### config.mk
export PLATFORM = sky130hd
export DESIGN_NAME = windowed_welford_mean_variance_core
export DESIGN_NICKNAME = d
export VERILOG_FILES = /design/src/wwmv_pkg.sv /design/src/wwmv_div.sv /design/src/wwmv_mul.sv /design/src/windowed_welford_mean_variance_core.sv
export SDC_FILE = /design/constraint.sdc
export NUM_CORES = 2
export LEC_CHECK = 0
export BUFFER_PORTS_ARGS = -buffer_cell sky130_fd_sc_hd__buf_2
export CORE_UTILIZATION = 61
export CTS_BUF_LIST = sky130_fd_sc_hd__clkbuf_8
export DETAILED_ROUTE_END_ITERATION = 16
export PLACE_DENSITY = 0.9
export SETUP_SLACK_MARGIN = 0.02
export SLEW_MARGIN = 20
export SYNTH_ARGS = -nofsm -noshare
export SYNTH_HDL_FRONTEND = slang
export SYNTH_HIERARCHICAL = 1
export SYNTH_SLANG_ARGS = --single-unit
export TNS_END_PERCENT = 20
### constraint.sdc
create_clock -name clk -period 24.6 [get_ports clk]
set_input_delay 7.38 -clock clk [delete_from_list [all_inputs] [get_ports clk]]
set_output_delay 7.38 -clock clk [all_outputs]
set_load 0.005 [all_outputs]
### src/wwmv_pkg.sv
`timescale 1ns / 1ps

package wwmv_pkg;

    // Data widths
    localparam int SAMPLE_WIDTH = 16;
    localparam int FRAC_BITS    = 16;
    localparam int CNT_W        = 16;
    localparam int MEAN_W       = SAMPLE_WIDTH + FRAC_BITS;
    localparam int DELTA_W      = MEAN_W + 1;
    localparam int SQ_W         = 64;
    localparam int VAR_W        = 48;
    localparam int OUT_MEAN_W   = 32;

    // Shared divider: the dividend register is as wide as the widest dividend.
    localparam int DIVD_W = SQ_W;
    localparam int STEP_W = $clog2(DIVD_W + 1);

    // Deviation multiplier: the second factor is split into two slices.
    localparam int LO_W   = DELTA_W / 2;
    localparam int HI_W   = DELTA_W - LO_W;
    localparam int PP_W   = DELTA_W + HI_W;
    localparam int PROD_W = 2 * DELTA_W;

    // Register port
    localparam int PADDR_W = 2;
    localparam int PDATA_W = 32;
    localparam logic [PADDR_W-1:0] ADDR_WINDOW  = PADDR_W'(0);
    localparam logic [CNT_W-1:0]   WINDOW_RESET = CNT_W'(256);

    localparam logic [VAR_W-1:0] VAR_MAX = '1;

    typedef struct packed {
        logic              start;
        logic [DIVD_W-1:0] dividend;
        logic [CNT_W-1:0]  divisor;
        logic [STEP_W-1:0] steps;
    } div_req_t;

    typedef struct packed {
        logic              done;
        logic [DIVD_W-1:0] quotient;
        logic [CNT_W-1:0]  remainder;
    } div_rsp_t;

    typedef struct packed {
        logic               start;
        logic [DELTA_W-1:0] a;
        logic [DELTA_W-1:0] b;
    } mul_req_t;

    typedef struct packed {
        logic            done;
        logic [SQ_W-1:0] p;
    } mul_rsp_t;

endpackage

### src/wwmv_div.sv
`timescale 1ns / 1ps

module wwmv_div
    import wwmv_pkg::*;
(
    input  logic     clk,
    input  logic     rst_n,
    input  div_req_t req,
    output div_rsp_t rsp
);

    logic [DIVD_W-1:0] quo_reg, quo_next;
    logic [CNT_W-1:0]  rem_reg, rem_next;
    logic [CNT_W-1:0]  dsr_reg, dsr_next;
    logic [STEP_W-1:0] left_reg, left_next;
    logic              busy_reg, busy_next;
    logic              done_reg, done_next;

    logic [CNT_W:0]    trial;
    logic              fits;

    // Restoring division, one quotient bit per cycle. The dividend arrives
    // left aligned, so after the requested number of steps the quotient sits
    // in the low bits of the shift register.
    assign trial = {rem_reg, quo_reg[DIVD_W-1]};
    assign fits  = (trial >= {1'b0, dsr_reg});

    always_comb
    begin
        quo_next  = quo_reg;
        rem_next  = rem_reg;
        dsr_next  = dsr_reg;
        left_next = left_reg;
        busy_next = busy_reg;
        done_next = 1'b0;
        if (busy_reg)
        begin
            rem_next  = fits ? CNT_W'(trial - {1'b0, dsr_reg}) : trial[CNT_W-1:0];
            quo_next  = {quo_reg[DIVD_W-2:0], fits};
            left_next = left_reg - STEP_W'(1);
            if (left_reg == STEP_W'(1))
            begin
                busy_next = 1'b0;
                done_next = 1'b1;
            end
        end
        else if (req.start)
        begin
            quo_next  = req.dividend;
            rem_next  = '0;
            dsr_next  = req.divisor;
            left_next = req.steps;
            busy_next = 1'b1;
        end
    end

    always_ff @(posedge clk or negedge rst_n)
    begin
        if (!rst_n)
        begin
            quo_reg  <= '0;
            rem_reg  <= '0;
            dsr_reg  <= '0;
            left_reg <= '0;
            busy_reg <= 1'b0;
            done_reg <= 1'b0;
        end
        else
        begin
            quo_reg  <= quo_next;
            rem_reg  <= rem_next;
            dsr_reg  <= dsr_next;
            left_reg <= left_next;
            busy_reg <= busy_next;
            done_reg <= done_next;
        end
    end

    assign rsp.done      = done_reg;
    assign rsp.quotient  = quo_reg;
    assign rsp.remainder = rem_reg;

endmodule

### src/wwmv_mul.sv
`timescale 1ns / 1ps

module wwmv_mul
    import wwmv_pkg::*;
(
    input  logic     clk,
    input  logic     rst_n,
    input  mul_req_t req,
    output mul_rsp_t rsp
);

    localparam int RND_W = PROD_W + 1;
    localparam int EXT_W = RND_W + SQ_W;

    typedef enum logic [2:0] {
        M_IDLE,
        M_LO,
        M_HI,
        M_ACC,
        M_RND
    } mul_state_t;

    mul_state_t         state_reg, state_next;
    logic [DELTA_W-1:0] a_reg, a_next;
    logic [DELTA_W-1:0] b_reg, b_next;
    logic [PP_W-1:0]    pp_reg, pp_next;
    logic [PROD_W-1:0]  prod_reg, prod_next;
    logic [SQ_W-1:0]    p_reg, p_next;
    logic               done_reg, done_next;

    logic [HI_W-1:0]    slice;
    logic [PP_W-1:0]    pp;
    logic [RND_W-1:0]   rnd;
    logic [EXT_W-1:0]   scaled;
    logic               sat;

    // One narrow multiplier serves both slices of the second factor.
    assign slice  = (state_reg == M_HI) ? b_reg[DELTA_W-1:LO_W] : HI_W'(b_reg[LO_W-1:0]);
    assign pp     = PP_W'(a_reg) * PP_W'(slice);

    // Round half up to FRAC_BITS fraction bits, then clamp to the sum width.
    assign rnd    = {1'b0, prod_reg} + (RND_W'(1) << (FRAC_BITS - 1));
    assign scaled = EXT_W'(rnd) >> FRAC_BITS;
    assign sat    = |scaled[EXT_W-1:SQ_W];

    always_comb
    begin
        state_next = state_reg;
        a_next     = a_reg;
        b_next     = b_reg;
        pp_next    = pp_reg;
        prod_next  = prod_reg;
        p_next     = p_reg;
        done_next  = 1'b0;
        case (state_reg)
            M_IDLE:
            begin
                if (req.start)
                begin
                    a_next     = req.a;
                    b_next     = req.b;
                    state_next = M_LO;
                end
            end
            M_LO:
            begin
                pp_next    = pp;
                state_next = M_HI;
            end
            M_HI:
            begin
                pp_next    = pp;
                prod_next  = PROD_W'(pp_reg);
                state_next = M_ACC;
            end
            M_ACC:
            begin
                prod_next  = prod_reg + (PROD_W'(pp_reg) << LO_W);
                state_next = M_RND;
            end
            M_RND:
            begin
                p_next     = sat ? '1 : scaled[SQ_W-1:0];
                done_next  = 1'b1;
                state_next = M_IDLE;
            end
            default:
            begin
                state_next = M_IDLE;
            end
        endcase
    end

    always_ff @(posedge clk or negedge rst_n)
    begin
        if (!rst_n)
        begin
            state_reg <= M_IDLE;
            a_reg     <= '0;
            b_reg     <= '0;
            pp_reg    <= '0;
            prod_reg  <= '0;
            p_reg     <= '0;
            done_reg  <= 1'b0;
        end
        else
        begin
            state_reg <= state_next;
            a_reg     <= a_next;
            b_reg     <= b_next;
            pp_reg    <= pp_next;
            prod_reg  <= prod_next;
            p_reg     <= p_next;
            done_reg  <= done_next;
        end
    end

    assign rsp.done = done_reg;
    assign rsp.p    = p_reg;

endmodule

### src/windowed_welford_mean_variance_core.sv
`timescale 1ns / 1ps

// Channel | Handshake          | Beat payload
// in      | in_valid, in_ready   | sample
// out     | out_valid, out_ready | count, mean_value, variance_value
// cfg     | psel, penable, pready | paddr, pwrite, pwdata, prdata (window_length)
//
// An accumulator update is paced by the shared divider, which produces one
// quotient bit per cycle. A sample updates one accumulator or both; the
// variance division is skipped while the active count is below two.
// Reset clears both accumulators, selects the first one and sets the window to
// 256. A new sample is taken while the previous result still waits at the
// output; the block only stalls at its end if that result has not yet gone.

module windowed_welford_mean_variance_core
    import wwmv_pkg::*;
(
    input  logic                           clk,
    input  logic                           rst_n,
    input  logic                           in_valid,
    output logic                           in_ready,
    input  logic signed [SAMPLE_WIDTH-1:0] sample,
    output logic                           out_valid,
    input  logic                           out_ready,
    output logic        [CNT_W-1:0]        count,
    output logic signed [OUT_MEAN_W-1:0]   mean_value,
    output logic        [VAR_W-1:0]        variance_value,
    input  logic                           psel,
    input  logic                           penable,
    input  logic                           pwrite,
    input  logic        [PADDR_W-1:0]      paddr,
    input  logic        [PDATA_W-1:0]      pwdata,
    output logic        [PDATA_W-1:0]      prdata,
    output logic                           pready
);

    typedef enum logic [3:0] {
        S_IDLE,
        S_DELTA,
        S_MDIV,
        S_EDEV,
        S_MUL,
        S_SWAP,
        S_VAR,
        S_VDIV,
        S_OUT
    } state_t;

    state_t                     state_reg, state_next;
    logic        [CNT_W-1:0]    wl_reg, wl_next;
    logic        [CNT_W-1:0]    acc_cnt_reg [2];
    logic        [CNT_W-1:0]    acc_cnt_next [2];
    logic signed [MEAN_W-1:0]   acc_mean_reg [2];
    logic signed [MEAN_W-1:0]   acc_mean_next [2];
    logic        [SQ_W-1:0]     acc_sq_reg [2];
    logic        [SQ_W-1:0]     acc_sq_next [2];
    logic                       act_reg, act_next;
    logic                       k_reg, k_next;
    logic signed [MEAN_W-1:0]   xq_reg, xq_next;
    logic                       dneg_reg, dneg_next;
    logic        [DELTA_W-1:0]  dm_reg, dm_next;
    logic                       add_reg, add_next;
    logic        [VAR_W-1:0]    var_reg, var_next;
    logic                       out_valid_reg, out_valid_next;
    logic        [CNT_W-1:0]    count_reg, count_next;
    logic signed [OUT_MEAN_W-1:0] mean_out_reg, mean_out_next;
    logic        [VAR_W-1:0]    var_out_reg, var_out_next;

    div_req_t div_req;
    div_rsp_t div_rsp;
    mul_req_t mul_req;
    mul_rsp_t mul_rsp;

    logic                       sel;
    logic        [CNT_W-1:0]    cnt_rd;
    logic signed [MEAN_W-1:0]   mean_rd;
    logic        [SQ_W-1:0]     sq_rd;
    logic signed [DELTA_W-1:0]  delta_w;
    logic        [DELTA_W-1:0]  dm_w;
    logic        [CNT_W-1:0]    n_w;
    logic        [DELTA_W-1:0]  mdiv_sum;
    logic signed [DELTA_W:0]    mean_ext;
    logic signed [DELTA_W:0]    q_ext;
    logic signed [DELTA_W:0]    mean_sum;
    logic        [SQ_W:0]       sq_sum;
    logic        [SQ_W-1:0]     sq_new;
    logic        [CNT_W-1:0]    vdiv_d;
    logic                       vround;
    logic        [SQ_W:0]       var_sum;
    logic                       apb_wr;

    // Both accumulators sit behind one index: the one under update while the
    // sample is folded in, the active one from the swap onwards.
    assign sel     = (state_reg inside {S_SWAP, S_VAR, S_VDIV, S_OUT}) ? act_reg : k_reg;
    assign cnt_rd  = acc_cnt_reg[sel];
    assign mean_rd = acc_mean_reg[sel];
    assign sq_rd   = acc_sq_reg[sel];

    // The same subtractor gives delta before the mean update and the new
    // deviation after it, since the sample is held throughout.
    assign delta_w  = DELTA_W'(xq_reg) - DELTA_W'(mean_rd);
    assign dm_w     = delta_w[DELTA_W-1] ? -delta_w : delta_w;
    assign n_w      = (&cnt_rd) ? cnt_rd : cnt_rd + CNT_W'(1);
    assign mdiv_sum = dm_w + DELTA_W'(n_w >> 1);

    assign mean_ext = (DELTA_W + 1)'(mean_rd);
    assign q_ext    = $signed({1'b0, div_rsp.quotient[DELTA_W-1:0]});
    assign mean_sum = dneg_reg ? mean_ext - q_ext : mean_ext + q_ext;

    assign sq_sum = {1'b0, sq_rd} + {1'b0, mul_rsp.p};
    always_comb
    begin
        if (add_reg)
        begin
            sq_new = sq_sum[SQ_W] ? '1 : sq_sum[SQ_W-1:0];
        end
        else
        begin
            sq_new = (sq_rd > mul_rsp.p) ? sq_rd - mul_rsp.p : '0;
        end
    end

    assign vdiv_d  = cnt_rd - CNT_W'(1);
    assign vround  = ({div_rsp.remainder, 1'b0} >= {1'b0, vdiv_d});
    assign var_sum = {1'b0, div_rsp.quotient} + (SQ_W + 1)'(vround);

    assign apb_wr = psel && penable && pwrite && (paddr == ADDR_WINDOW);

    always_comb
    begin
        state_next     = state_reg;
        wl_next        = wl_reg;
        acc_cnt_next   = acc_cnt_reg;
        acc_mean_next  = acc_mean_reg;
        acc_sq_next    = acc_sq_reg;
        act_next       = act_reg;
        k_next         = k_reg;
        xq_next        = xq_reg;
        dneg_next      = dneg_reg;
        dm_next        = dm_reg;
        add_next       = add_reg;
        var_next       = var_reg;
        out_valid_next = out_valid_reg && !out_ready;
        count_next     = count_reg;
        mean_out_next  = mean_out_reg;
        var_out_next   = var_out_reg;
        div_req        = '0;
        mul_req        = '0;

        if (apb_wr)
        begin
            wl_next = pwdata[CNT_W-1:0];
        end

        case (state_reg)
            S_IDLE:
            begin
                if (in_valid)
                begin
                    xq_next    = {sample, FRAC_BITS'(0)};
                    k_next     = act_reg;
                    state_next = S_DELTA;
                end
            end
            S_DELTA:
            begin
                acc_cnt_next[sel] = n_w;
                dneg_next         = delta_w[DELTA_W-1];
                dm_next           = dm_w;
                div_req.start     = 1'b1;
                div_req.dividend  = DIVD_W'(mdiv_sum) << (DIVD_W - DELTA_W);
                div_req.divisor   = n_w;
                div_req.steps     = STEP_W'(DELTA_W);
                state_next        = S_MDIV;
            end
            S_MDIV:
            begin
                if (div_rsp.done)
                begin
                    acc_mean_next[sel] = mean_sum[MEAN_W-1:0];
                    state_next         = S_EDEV;
                end
            end
            S_EDEV:
            begin
                // A zero factor adds nothing, so it takes the adding path.
                add_next      = (dneg_reg == delta_w[DELTA_W-1]) || (dm_reg == '0)
                                || (dm_w == '0);
                mul_req.start = 1'b1;
                mul_req.a     = dm_reg;
                mul_req.b     = dm_w;
                state_next    = S_MUL;
            end
            S_MUL:
            begin
                if (mul_rsp.done)
                begin
                    acc_sq_next[sel] = sq_new;
                    if ((k_reg == act_reg) && (cnt_rd > (wl_reg >> 1)))
                    begin
                        k_next     = ~k_reg;
                        state_next = S_DELTA;
                    end
                    else
                    begin
                        state_next = S_SWAP;
                    end
                end
            end
            S_SWAP:
            begin
                if (cnt_rd >= wl_reg)
                begin
                    act_next           = ~act_reg;
                    acc_cnt_next[sel]  = '0;
                    acc_mean_next[sel] = '0;
                    acc_sq_next[sel]   = '0;
                end
                state_next = S_VAR;
            end
            S_VAR:
            begin
                if (cnt_rd >= CNT_W'(2))
                begin
                    div_req.start    = 1'b1;
                    div_req.dividend = DIVD_W'(sq_rd);
                    div_req.divisor  = vdiv_d;
                    div_req.steps    = STEP_W'(DIVD_W);
                    state_next       = S_VDIV;
                end
                else
                begin
                    var_next   = '0;
                    state_next = S_OUT;
                end
            end
            S_VDIV:
            begin
                if (div_rsp.done)
                begin
                    var_next   = (var_sum > (SQ_W + 1)'(VAR_MAX)) ? VAR_MAX
                                                                  : var_sum[VAR_W-1:0];
                    state_next = S_OUT;
                end
            end
            S_OUT:
            begin
                if (!out_valid_reg || out_ready)
                begin
                    out_valid_next = 1'b1;
                    count_next     = cnt_rd;
                    mean_out_next  = OUT_MEAN_W'(mean_rd);
                    var_out_next   = var_reg;
                    state_next     = S_IDLE;
                end
            end
            default:
            begin
                state_next = S_IDLE;
            end
        endcase
    end

    always_ff @(posedge clk or negedge rst_n)
    begin
        if (!rst_n)
        begin
            state_reg     <= S_IDLE;
            wl_reg        <= WINDOW_RESET;
            acc_cnt_reg   <= '{default: '0};
            acc_mean_reg  <= '{default: '0};
            acc_sq_reg    <= '{default: '0};
            act_reg       <= 1'b0;
            k_reg         <= 1'b0;
            xq_reg        <= '0;
            dneg_reg      <= 1'b0;
            dm_reg        <= '0;
            add_reg       <= 1'b0;
            var_reg       <= '0;
            out_valid_reg <= 1'b0;
            count_reg     <= '0;
            mean_out_reg  <= '0;
            var_out_reg   <= '0;
        end
        else
        begin
            state_reg     <= state_next;
            wl_reg        <= wl_next;
            acc_cnt_reg   <= acc_cnt_next;
            acc_mean_reg  <= acc_mean_next;
            acc_sq_reg    <= acc_sq_next;
            act_reg       <= act_next;
            k_reg         <= k_next;
            xq_reg        <= xq_next;
            dneg_reg      <= dneg_next;
            dm_reg        <= dm_next;
            add_reg       <= add_next;
            var_reg       <= var_next;
            out_valid_reg <= out_valid_next;
            count_reg     <= count_next;
            mean_out_reg  <= mean_out_next;
            var_out_reg   <= var_out_next;
        end
    end

    wwmv_div u_div (
        .clk   (clk),
        .rst_n (rst_n),
        .req   (div_req),
        .rsp   (div_rsp)
    );

    wwmv_mul u_mul (
        .clk   (clk),
        .rst_n (rst_n),
        .req   (mul_req),
        .rsp   (mul_rsp)
    );

    assign in_ready       = (state_reg == S_IDLE);
    assign out_valid      = out_valid_reg;
    assign count          = count_reg;
    assign mean_value     = mean_out_reg;
    assign variance_value = var_out_reg;
    assign pready         = 1'b1;
    assign prdata         = (paddr == ADDR_WINDOW) ? PDATA_W'(wl_reg) : '0;

endmodule

==> results.sh <==
export IMPL_ctsResizeCount=0
export IMPL_ys_async_sr_fraction_pct=100
export IMPL_cts_setup_buffers=0
export IMPL_fin_ws_ns=9.22
export IMPL_outcome="finished clean"
export IMPL_drt_iter0_drc=8124
export IMPL_synthCells=8453
export IMPL_grt_max_degree=165
export IMPL_vdd_drop_max_uv=152
export IMPL_hold_ws_ns=0.476
export IMPL_core_um2=117000
export IMPL_crit_path_start_kind="primary input"
export IMPL_drc=0
export IMPL_avgSynthCellArea_um2=8.52
export IMPL_reg2regPathDepth=29
export IMPL_hold_viol=0
export IMPL_largest_reg_flops=128
export IMPL_fin_util_pct=65.6
export IMPL_grt_pass1_wl_um=360000
export IMPL_ys_seq_area_share_pct=26.7
export IMPL_layout_commonest_cell="nand2_1"
export IMPL_endpoint_kind="output pin"
export IMPL_worstPathRequired_ns=17.22
export IMPL_grt_pass1_vias=64800
export IMPL_timing_reg2reg_setup_slack_ns=13.63
export IMPL_via_count=65300
export IMPL_startpoint="paddr[1]"
export IMPL_maxSlewViolCount=0
export IMPL_cp_arrival_ns=8.00
export IMPL_antenna_found_initial=19
export IMPL_timing_rr_end="u_div/quo_reg[58]"
export IMPL_cts_buffer_depth=3
export IMPL_clock_latency_ns=0.87
export IMPL_clkTransAtPathRegs_ns=0.06
export IMPL_setup_viol=0
export IMPL_cap_violations=0
export IMPL_start_util_pct=61.7
export IMPL_fin_crit_sh_pct=62.5
export IMPL_cts_tree="built"
export IMPL_dr_pass1_iters=7
export IMPL_die_area_um2=119000
export IMPL_power_density_nw_per_um2=120
export IMPL_holdCritStartpoint="count[7]"
export IMPL_ys_flop_type="dfrtp_1"
export IMPL_num_rows=125
export IMPL_cts_hold_buf=0
export IMPL_finClkSkew_ns=0.0581
export IMPL_synth_warnings=6
export IMPL_tightestPinTransition_ns=1.24
export IMPL_syn_cell_area_um2=72000
export IMPL_clock_sinks=769
export IMPL_grt_total_usage_pct=38.2
export IMPL_viasPerCell=6.52
export IMPL_ios=188
export IMPL_fmax_mhz=65.0
export IMPL_mostFrequentLayoutCells="nand2_1, inv_1, dfrtp_1, o21ai_0, fa_1"
export IMPL_io_buffers=154
export IMPL_htreeDepth=4
export IMPL_grt_overflow=0
export IMPL_dpl_cell_count=9749
export IMPL_gp_congestion=1.01
export IMPL_synth_edf_count=0
export IMPL_area_growth_syn_to_layout_pct=6.30
export IMPL_synth_seq_cells=769
export IMPL_crit_fanout=16
export IMPL_rsz0062_at_grt="no"
export IMPL_min_path_type="flip-flop to flip-flop"
export IMPL_final_instance_count_excl_fill=10000
export IMPL_dieHeight_um=346
export IMPL_root_buffer="clkbuf_8"
export IMPL_slew_headroom_pct=17.3
export IMPL_fin_crit_ns=15.38
export IMPL_cts_buffers=139
export IMPL_die_w_um=346
export IMPL_synth_cell_types=127
export IMPL_hpwl_um=171000
export IMPL_fin_nets=9328
export IMPL_rr_startpoint="state_reg[1]"
export IMPL_critical_path_class="primary input to output pin"
export IMPL_final_layout_size_suffix_gt1_share_pct=8.85
export IMPL_ant_nets=0
export IMPL_dp_slack_ns=9.23
export IMPL_nFillCells=9037
export IMPL_detail_route_wl_per_cell_um=23.1
export IMPL_wl_um=231000
export IMPL_leakage_nw=37.6
export IMPL_finalSetupTns_ns=0
export IMPL_endpoint="prdata[0]"
## critical path: stages
cell and delay (ns):
buf_2 0.25, nor2_1 0.09, and2_1 0.15, buf_2 0.12
## worst min-delay path by stage
stage / cells past startpoint / endpoint / slack, ns
after floorplan: 2 / acc_sq_reg[116] / 0.44
after global placement: 2 / acc_sq_reg[116] / 0.45
after detailed placement: 2 / acc_mean_reg[17] / 0.47
after CTS: 2 / mean_value[18] / 0.48
after global routing: 2 / acc_sq_reg[54] / 0.50
final: 2 / count[7] / 0.48
## synth_stat cells, drive strengths merged (15+ instances only)
| library cell | count | area share (%) |
|---|---|---|
| a211o | 17 | 0.21 |
| a211oi | 61 | 0.65 |
| a21boi | 16 | 0.17 |
| a21o | 160 | 1.7 |
| a21oi | 449 | 3.2 |
| a221o | 15 | 0.21 |
| a221oi | 32 | 0.40 |
| a22o | 164 | 2.0 |
| a22oi | 35 | 0.37 |
| a31oi | 57 | 0.52 |
| and2 | 264 | 2.3 |
| and3 | 87 | 0.76 |
| buf | 91 | 0.79 |
| clkbuf | 407 | 2.1 |
| dfrtp | 768 | 27 |
| fa | 470 | 13 |
| ha | 434 | 7.5 |
| inv | 856 | 4.5 |
| mux2 | 165 | 2.6 |
| mux2i | 141 | 2.0 |
| nand2 | 1259 | 6.6 |
| nand2b | 48 | 0.42 |
| nand3 | 152 | 1.1 |
| nand4 | 68 | 0.60 |
| nor2 | 454 | 2.4 |
| nor2b | 50 | 0.44 |
| nor3 | 133 | 0.93 |
| nor4 | 44 | 0.40 |
| nor4b | 17 | 0.26 |
| o211ai | 66 | 0.74 |
| o21a | 56 | 0.58 |
| o21ai | 565 | 3.9 |
| o21bai | 73 | 0.76 |
| o221ai | 19 | 0.23 |
| o22ai | 19 | 0.16 |
| o31ai | 47 | 0.52 |
| or2 | 26 | 0.23 |
| or3 | 27 | 0.24 |
| or4 | 30 | 0.33 |
| xnor2 | 247 | 3.0 |
| xor2 | 125 | 1.5 |
## metal layers
metal | vias to the layer above | global-route usage, % | routed length, µm
met4 | 12 | 21.7 | 13900
li1 | 28600 | - | -
met5 | - | 0 | 79
met2 | 4177 | 57.9 | 101000
met1 | 31500 | 49.1 | 87700
met3 | 948 | 10.6 | 28200
## cells by family after synthesis
group	share of synthesized area [%]
other cells	0.0156
flops	26.7
compound gates	18.5
buf+inv	7.38
xor+xnor	4.53
simple gates	17.6
mux	4.54
fa+ha+maj	20.6
## power by group
part / internal (mW) / switching, mW / leakage (nW)
clock network: 0.691 / 0.599 / 1.64
logic: 1.95 / 3.97 / 25.8
registers: 1.55 / 0.387 / 10.1
## metrics by stage
step                      area (µm²)  total power [mW]
after floorplan                72200              5.78
after global placement         73500              7.40
after detailed placement       73500              7.56
after CTS                      76500              8.88
after global routing           76600              9.63
final                          76600              9.15
## area by class of cell
cell class | instances | area (µm²) | area share [%]
antenna | 10 | 25.0 | 0.0327
clock buffer | 171 | 2350 | 3.07
clock inverter | 77 | 588 | 0.768
inverter | 857 | 3220 | 4.20
multi-input combinational | 6360 | 47800 | 62.4
sequential | 769 | 19200 | 25.1
tap | 1524 | 1910 | 2.49
timing repair buffer | 240 | 1480 | 1.94
Note: power is estimated with default switching activity, not from simulation.
